**config.mk**
```make
export PLATFORM = sky130hd
export DESIGN_NAME = fpa_div_stage
export DESIGN_NICKNAME = d
export VERILOG_FILES = /design/src/hw/rtl/fpa_pkg.sv /design/src/hw/rtl/fpa_div_stage.sv
export SDC_FILE = /design/constraint.sdc
export NUM_CORES = 1
export LEC_CHECK = 0
export ABC_AREA = 1
export BUFFER_PORTS_ARGS = -buffer_cell sky130_fd_sc_hd__buf_2
export CAP_MARGIN = 15
export CORE_MARGIN = 10
export CORE_UTILIZATION = 41
export DETAILED_ROUTE_END_ITERATION = 10
export HOLD_SLACK_MARGIN = 0.05
export PLACE_DENSITY_LB_ADDON = 0.12
export SLEW_MARGIN = 20
export SYNTH_ARGS = -nofsm -noshare
export SYNTH_HDL_FRONTEND = slang
export SYNTH_SLANG_ARGS = --single-unit
```
**constraint.sdc**
```tcl
create_clock -name clk -period 1.5 [get_ports clk]
set_input_delay 0.075 -clock clk [delete_from_list [all_inputs] [get_ports clk]]
set_output_delay 0.075 -clock clk [all_outputs]
set_load 0.05 [all_outputs]
```
**src/hw/rtl/fpa_pkg.sv**
```systemverilog
// Shared types and constants for the fixed-point ALU.
// Holds the opcode codes, the divider geometry and the pipeline stage struct.
// No dependencies.
package fpa_pkg;

  // Number of fractional bits in the fixed-point format.
  localparam int FRAC_BITS = 8;

  // The scaled dividend magnitude is |a| shifted left by FRAC_BITS.
  localparam int DVD_W = 32 + FRAC_BITS;

  // The divider retires one quotient bit per stage.
  localparam int DIV_STEPS = DVD_W;

  typedef enum logic [3:0] {
    OP_ADD = 4'd0,
    OP_SUB = 4'd1,
    OP_MUL = 4'd2,
    OP_DIV = 4'd3,
    OP_INC = 4'd4,
    OP_DEC = 4'd5,
    OP_EQ  = 4'd6,
    OP_NE  = 4'd7,
    OP_GE  = 4'd8,
    OP_GT  = 4'd9,
    OP_LE  = 4'd10,
    OP_LT  = 4'd11,
    OP_MIN = 4'd12,
    OP_MAX = 4'd13
  } op_t;

  // Payload that travels down the divider chain next to its valid bit.
  typedef struct packed {
    logic               is_div;  // divide with a nonzero divisor
    logic               neg;     // quotient must be negated
    logic [31:0]        val;     // result for every other operation
    logic               cmp;
    logic               dz;
    logic [31:0]        rem;     // partial remainder
    logic [DVD_W-1:0]   dvd;     // dividend bits not yet consumed
    logic [31:0]        dsr;     // divisor magnitude
    logic [31:0]        quo;     // low quotient bits collected so far
  } pipe_t;

endpackage

```
**src/hw/rtl/fpa_div_stage.sv**
```systemverilog
// One registered step of the restoring divider.
// Depends on fpa_pkg for the pipe_t stage struct.
module fpa_div_stage
  import fpa_pkg::*;
(
  input  logic  clk,
  input  logic  rst,
  input  logic  in_valid,
  input  pipe_t in_data,
  output logic  out_valid,
  output pipe_t out_data
);

  logic [32:0] trial;
  logic        fits;
  logic [32:0] diff;
  pipe_t       step;

  // Bring down one dividend bit and subtract the divisor if it fits.
  always_comb begin
    trial = {in_data.rem, in_data.dvd[DVD_W-1]};
    fits  = (trial >= {1'b0, in_data.dsr});
    diff  = trial - {1'b0, in_data.dsr};
    step      = in_data;
    step.rem  = fits ? diff[31:0] : trial[31:0];
    step.dvd  = {in_data.dvd[DVD_W-2:0], 1'b0};
    step.quo  = {in_data.quo[30:0], fits};
  end

  // Valid bit is reset; payload is not.
  always_ff @(posedge clk) begin
    if (rst) begin
      out_valid <= 1'b0;
    end else begin
      out_valid <= in_valid;
    end
    out_data <= step;
  end

endmodule

```
==> Word-level counts from Yosys, hierarchy flattened <==
Cells that the tools add are included.
{ "word_totals": {"ff_bits": 172, "in_bits": 175, "output_inout_bits": 173, "elab_cells": 13} }
{ "op_classes": {"n_addsub": 1, "magnitude_cmp": 1, "muxes": 1} }
{ "ops": {"columns": ["cell", "n"], "rows": [
  ["33-bit by 32-bit greater-or-equal comparator with 1-bit output", 1],
  ["32-bit two-way mux", 1],
  ["32-bit subtractor", 1]
]} }

==> Depth between registers and ports, before layout <==
Gate-level depths: netlist of the first run.
{ "depth": {"word_depth": 2, "ltp_mapped": 17, "mapped_depth_nobuf": 15} }

==> Worst setup path before layout of the first run <==
OpenSTA, ideal clock, no wires.
{ "synth_path": {"path_type": "in2reg", "start": "input in_data[103] (netlist bit)", "end": "register out_data[120] (netlist bit)", "setup_ns": 0.113, "arrival_ns": 1.418, "required_time_ns": 1.387, "path_slack_ns": -0.031, "stages": 13, "path_buffers": 0, "cell_sequence": "inv_1 -> ha_1 -> fa_1 -> inv_1 -> nand3_1 -> nand3_1 -> nand2_1 -> nand3_1 -> nand3_1 -> nand2_1 -> nand2_1 -> nand3_1 -> nand2_1"} }
{ "synth_lines": {"columns": ["element", "line_no", "source"], "rows": [
  ["start: declaration", "fpa_div_stage.sv:9", "input pipe_t in_data,"],
  ["end signal: assignment", "fpa_div_stage.sv:37", "out_data <= step;"],
  ["end: declaration", "fpa_div_stage.sv:11", "output pipe_t out_data"]
]} }

==> results of run 1 <==
## path summary, 6_finish.rpt
kind | endpoint | slack [ps] | depth (start not counted)
min | out_data[124] | 90 | 5
max | out_data[130] | 80 | 12
## layer usage
layer	vias up	global-route usage, %
li1	3711	-
met1	3489	31.8
met2	318	49.9
met3	53	6.92
met4	2	10.9
met5	-	0
## logic make-up (layout without fill, tap and decap cells)
kind of cell | Yosys count | after routing | share of synthesized area, %
and+or+nand+nor | 420 | 420 | 27.3
DFF | 172 | 172 | 52.4
buffers and inverters | 161 | 794 | 9.99
adders and majority gates | 33 | 33 | 6.40
AOI/OAI and AO/OA | 25 | 25 | 1.98
xor gates and xnor gates | 14 | 14 | 1.87
other | 1 | 5 | 0.0571
## synthesized netlist by cell type (2+ instances only)
cell | number | area [µm²]
nand3_1 | 37 | 185
o21ai_0 | 2 | 10.0
o21bai_1 | 2 | 15.0
nand2_1 | 297 | 1110
inv_1 | 151 | 567
buf_6 | 6 | 67.6
nor3_1 | 6 | 30.0
ha_1 | 32 | 400
a21oi_1 | 21 | 105
dfxtp_1 | 172 | 3440
xor2_1 | 13 | 114
nor3_2 | 2 | 20.0
nand3b_1 | 10 | 75.1
and2_1 | 8 | 50.1
nor2_2 | 6 | 37.5
nand2_2 | 11 | 68.8
nand2_4 | 3 | 33.8
nor2_1 | 35 | 131
nand4_1 | 2 | 12.5
## critical path, delay by kind of cell
kind | cells | cell delay [ps]
buffers and inverters | 3 | 310
and+or+nand+nor | 7 | 780
adders and majority gates | 2 | 570
## per-stage QoR
stage / setup WS, ps / util (%) / cell area, µm²
2_1_floorplan: 0.0924 / - / 6850
3_3_place_gp: -341 / 60.2 / 9490
3_5_place_dp: -328 / 60.2 / 9490
4_1_cts: 124 / 74.8 / 11800
5_1_grt: -8.69 / 75.5 / 11900
6_report: 81.8 / 75.5 / 11900
## sequential cells by signal, summed over array words and instances, names as in the netlist
signal / cells
out_valid: 1
out_data: 171
## placed cells by master, fill, tap and decap left out, types with 5 or more instances in the layout
cell type      Yosys  final
inv_8              0      5
nand3b_1          10     10
nand3_1           37     35
nor3_1             6      5
inv_1            151    151
ha_1              32      8
xor2_1            13     13
ha_4               0     23
clkbuf_16          0     17
a21oi_1           21     20
and2_1             8      8
dlygate4sd3_1      0    172
buf_4              1     88
nor2_1            35     26
nor2_2             6     13
nand2_2           11     22
dfxtp_1          172    172
nand2_1          297    286
buf_2              1    345
## report_power, final
part	total [mW]	switching, mW	leakage (nW)	internal (mW)
Sequential	5.05	0.113	1.45	4.94
Combinational	4.21	2.73	4.69	1.48
Clock	4.33	2.10	0.277	2.22
## timing repair
action | 4_1_cts | 5_1_grt
hold endpoints to repair | 171 | 0
resized for setup | 0 | 22
setup endpoints to repair | 0 | 32
hold buffers | 172 | 0
## area by class of cell
type | instances | area, µm² | share of cell area, %
diodes | 4 | 10.0 | 0.0840
clock inverters | 14 | 148 | 1.24
multi-input cells | 493 | 2840 | 23.9
flip-flops and latches | 172 | 3440 | 28.9
clock buffers | 18 | 429 | 3.60
well taps | 216 | 270 | 2.27
repair buffers | 609 | 4190 | 35.2
inverters | 153 | 579 | 4.86
==> run summary, run 1 <==
Num CTS Buffers: 17
Final Hold Viols: 0
DR DRC count: 0
M1 wire length: 12.4 mm
Max cap viols: 0
Wire per inst: 18.4 µm
Area grow syn2layout: 81.2%
Chip width: 147 µm
Longest Clk Path Bufs: 2
Drt initial violations: 386
Layout fillers: 1168
GRT overflow: 0
Mapped Area: 6570 µm²
First-pass GRT wire length: 47.4 mm
Startpoint Class: input port
Slew Limit Fails: 0
Drt pass-1 iters: 5
Slowest stage delay, CP: 350 ps
Placed insts: 1471
# rows: 46
Worst hold path class: input port to flop
Critical Path AT: 1740 ps
GRT Total Usage: 28.2%
Post-route ant nets: 0
Met3 WL: 1.97 mm
#FFs+latches synth: 172
Peak supply drop: 0.000790 V
Yosys warns: 0
CTS tree: yes
Yosys cell types: 29
CP startpoint: in_data[32]
Setup crit end kind: flop
Net Count, Synth: 1034
Leak pwr: 6.42 nW
RD Place Congestion: 0.956
Synthesized area per cell: 7.96 µm²
Sink Count: 172
Setup TNS: 0 ps
PortBufs: 345
Final nets: 1654
Core area: 15800 µm²
Worst path most repeated cell: nand3_1
HPWL after DPL: 21.6 mm
Post-synthesis sequential area ratio: 52.4%
Power per Cell Area: 1140 nW/µm²
Clock Pin Slew Worst Setup and Hold Paths: 80 ps
Metal2 WL: 15.6 mm
Number of global-route vias before repair: 8016
Final setup vio count: 0
Total Routed Length: 30.9 mm
Clk root buf: clkbuf_16
Worst-path fanout max: 3
Share of cells above drive strength 1: 37.3%
Setup Fix Bufs, Post-CTS: 0
Ys flop type: dfxtp_1
Post-synth EDFFs: 0
Critical path class: input port to flop
CP required: 1820 ps
H-tree Lvls: 4
Crit-path slowest cell: fa_2
Tmin final: 1420 ps
CP cell instances: buf_2, ha_1, fa_2, inv_1, buf_4, nand3_1, nand3_1, nand3_1, nand2_1, nand2_1, nand3_1, nand2_1
FFs w/ async S/R, synth: 0%
Syn Inst Count: 826
Via count: 7573
Largest net degree at the start of global routing: 19
Fin Hold WS: 94.8 ps
FMAX: 705 MHz
Overall power: 13.6 mW
Die H: 147 µm
Layout Cells excl Fill: 1679
Outcome: finished clean
I/O pins: 348
Full die area: 21500 µm²
Hold path start: in_data[123]
Initial antenna violation count: 4
Via-to-Cell Ratio: 4.51
Max layer used: met5
Period utilization: 94.5%
Initial core utilization: 41.7%
Power figures use the tool's default switching activity.
==> run 2, diff against run 1 <==
--- a/config.mk
+++ b/config.mk
@@ -8,8 +8,10 @@
 export ABC_AREA = 1
 export BUFFER_PORTS_ARGS = -buffer_cell sky130_fd_sc_hd__buf_2
 export CAP_MARGIN = 15
+export CELL_PAD_IN_SITES_DETAIL_PLACEMENT = 1
+export CELL_PAD_IN_SITES_GLOBAL_PLACEMENT = 1
 export CORE_MARGIN = 10
-export CORE_UTILIZATION = 41
+export CORE_UTILIZATION = 28
 export DETAILED_ROUTE_END_ITERATION = 10
 export HOLD_SLACK_MARGIN = 0.05
 export PLACE_DENSITY_LB_ADDON = 0.12
==> run 2 against run 1 <==
Total power is 4.3% higher. Core utilization is 23 points lower. Critical path depth is 1 higher. Combinational power is 2% higher. Setup slack worse by 3.6 ps. Sequential cell count stayed put. Cell area is 2.7% higher. Sequential power hardly changed.
==> run summary, run 2 (synthesis gave the netlist of run 1 again) <==
Post-route ant nets: 0 (unchanged)
Most common cell after layout, fill and taps aside: buf_2 (unchanged)
Worst hold path class: input port to flop (unchanged)
RD Place Congestion: 0.872 (was 0.956)
Total Routed Length: 35.2 mm (was 30.9 mm)
Via count: 7549 (was 7573)
Leak pwr: 6.54 nW (was 6.42 nW)
Most frequent cells in the layout: buf_2 (345), nand2_1 (285), dlygate4sd3_1 (172), dfxtp_1 (172), inv_1 (151) (was buf_2 (345), nand2_1 (286), dlygate4sd3_1 (172), dfxtp_1 (172), inv_1 (151))
HPWL after DPL: 25.0 mm (was 21.6 mm)
Crit-path slowest cell: fa_2 (unchanged)
GRT overflow: 0 (unchanged)
Initial core utilization: 28.3% (was 41.7%)
Via-to-Cell Ratio: 4.19 (was 4.51)
Largest register by flop count: out_data (unchanged)
Largest net degree at the start of global routing: 28 (was 19)
Worst-path fanout max: 3 (unchanged)
Fin Hold WS: 110 ps (was 94.8 ps)
Slew Limit Fails: 0 (unchanged)
Die H: 173 µm (was 147 µm)
Placed inst area: 9730 µm² (was 9490 µm²)
Drt initial violations: 297 (was 386)
Outcome: finished clean (unchanged)
CP required: 1830 ps (was 1820 ps)
Area grow syn2layout: 86.1% (was 81.2%)
First-pass GRT wire length: 52.9 mm (was 47.4 mm)
Wire per inst: 19.5 µm (was 18.4 µm)
Longest Clk Path Bufs: 2 (unchanged)
Share of cells above drive strength 1: 38.0% (was 37.3%)
Full die area: 30000 µm² (was 21500 µm²)
Overall power: 14.2 mW (was 13.6 mW)
Setup TNS: 0 ps (unchanged)
Biggest regs: out_data x171, out_valid x1 (unchanged)
Period utilization: 94.8% (was 94.5%)
FMAX: 703 MHz (was 705 MHz)
Max FFs per register: 171 (unchanged)
# rows: 56 (was 46)
Final Hold Viols: 0 (unchanged)
Clk root buf: clkbuf_16 (unchanged)
Setup Fix Bufs, Post-CTS: 0 (unchanged)
Final nets: 1670 (was 1654)
Final setup vio count: 0 (unchanged)
I/O pins: 348 (unchanged)
Clock Pin Slew Worst Setup and Hold Paths: 80 ps (about the same)
Placed insts: 1590 (was 1471)
GRT Total Usage: 23.1% (was 28.2%)
Chip width: 173 µm (was 147 µm)
Max cap viols: 0 (unchanged)
Core area: 23300 µm² (was 15800 µm²)
Drt pass-1 iters: 4 (was 5)
Num CTS Buffers: 17 (unchanged)
Tmin final: 1420 ps (about the same)
H-tree Lvls: 4 (unchanged)
PortBufs: 345 (unchanged)
Layout Cells excl Fill: 1802 (was 1679)
Startpoint Class: input port (unchanged)
DR DRC count: 0 (unchanged)
Cell area after layout: 12200 µm² (was 11900 µm²)
Number of global-route vias before repair: 8357 (was 8016)
CP cell instances: buf_2, ha_1, fa_2, inv_1, nand3_1, nand3_2, nand2_1, nand3_1, nand2_1, nand3_1, nand2_1, nand3_1, nand2_1 (was buf_2, ha_1, fa_2, inv_1, buf_4, nand3_1, nand3_1, nand3_1, nand2_1, nand2_1, nand3_1, nand2_1)
Peak supply drop: 0.000741 V (was 0.000790 V)
RSZ-0062 raised after global routing: true
CTS tree: yes (unchanged)
Power per Cell Area: 1160 nW/µm² (was 1140 nW/µm²)
Setup crit end kind: flop (unchanged)
Sink Count: 172 (unchanged)
Slowest stage delay, CP: 350 ps (about the same)
Initial antenna violation count: 11 (was 4)
Critical Path AT: 1750 ps (was 1740 ps)
Critical path class: input port to flop (unchanged)
## run 2: layer usage
metal,up-vias,track usage (%),wire length [µm]
met1,3480,25.6,14200
met2,250,40.2,17300
met3,64,6.36,1990
met5,-,0,74
met4,8,10.6,1620
li1,3747,-,-
## run 2: final timing paths
kind,start,endpoint,slack (ps),depth (start not counted)
setup / recovery,in_data[32],out_data[128],80,13
hold / removal,in_data[108],out_data[109],110,5
## run 2: worst max-delay path: cells and delay by family
kind,cells,cell delay (ps)
adders and majority gates,2,570
and+or+nand+nor,9,860
buffers and inverters,2,210
## run 2: timing repair
action	4_1_cts	5_1_grt
pin swaps	0	0
setup endpoints to repair	32	32
gates resized for setup	2	21
endpoints found under the hold margin	171	0
hold buffers	172	0
## run 2: per-stage QoR
step	util [%]	setup slack, ps
6_report	52.6	78.2
5_1_grt	52.5	-21.6
4_1_cts	52.0	28.8
3_5_place_dp	41.8	-497
3_3_place_gp	41.8	-508
2_1_floorplan	-	0.0924
## run 2: power by group
group          switching [mW]  internal (mW)
Sequential              0.106           4.94
Combinational            2.78           1.51
Clock                    2.39           2.46
## run 2: cell type report
| cell class | count | area, µm² |
|---|---|---|
| Antenna cell | 8 | 20.0 |
| Clock buffer | 17 | 425 |
| Clock inverter | 15 | 215 |
| Fill cell | 2894 | 11000 |
| Inverter | 153 | 579 |
| Multi-Input combinational cell | 493 | 2850 |
| Sequential cell | 172 | 3440 |
| Tap cell | 319 | 399 |
| Timing Repair Buffer | 625 | 4300 |
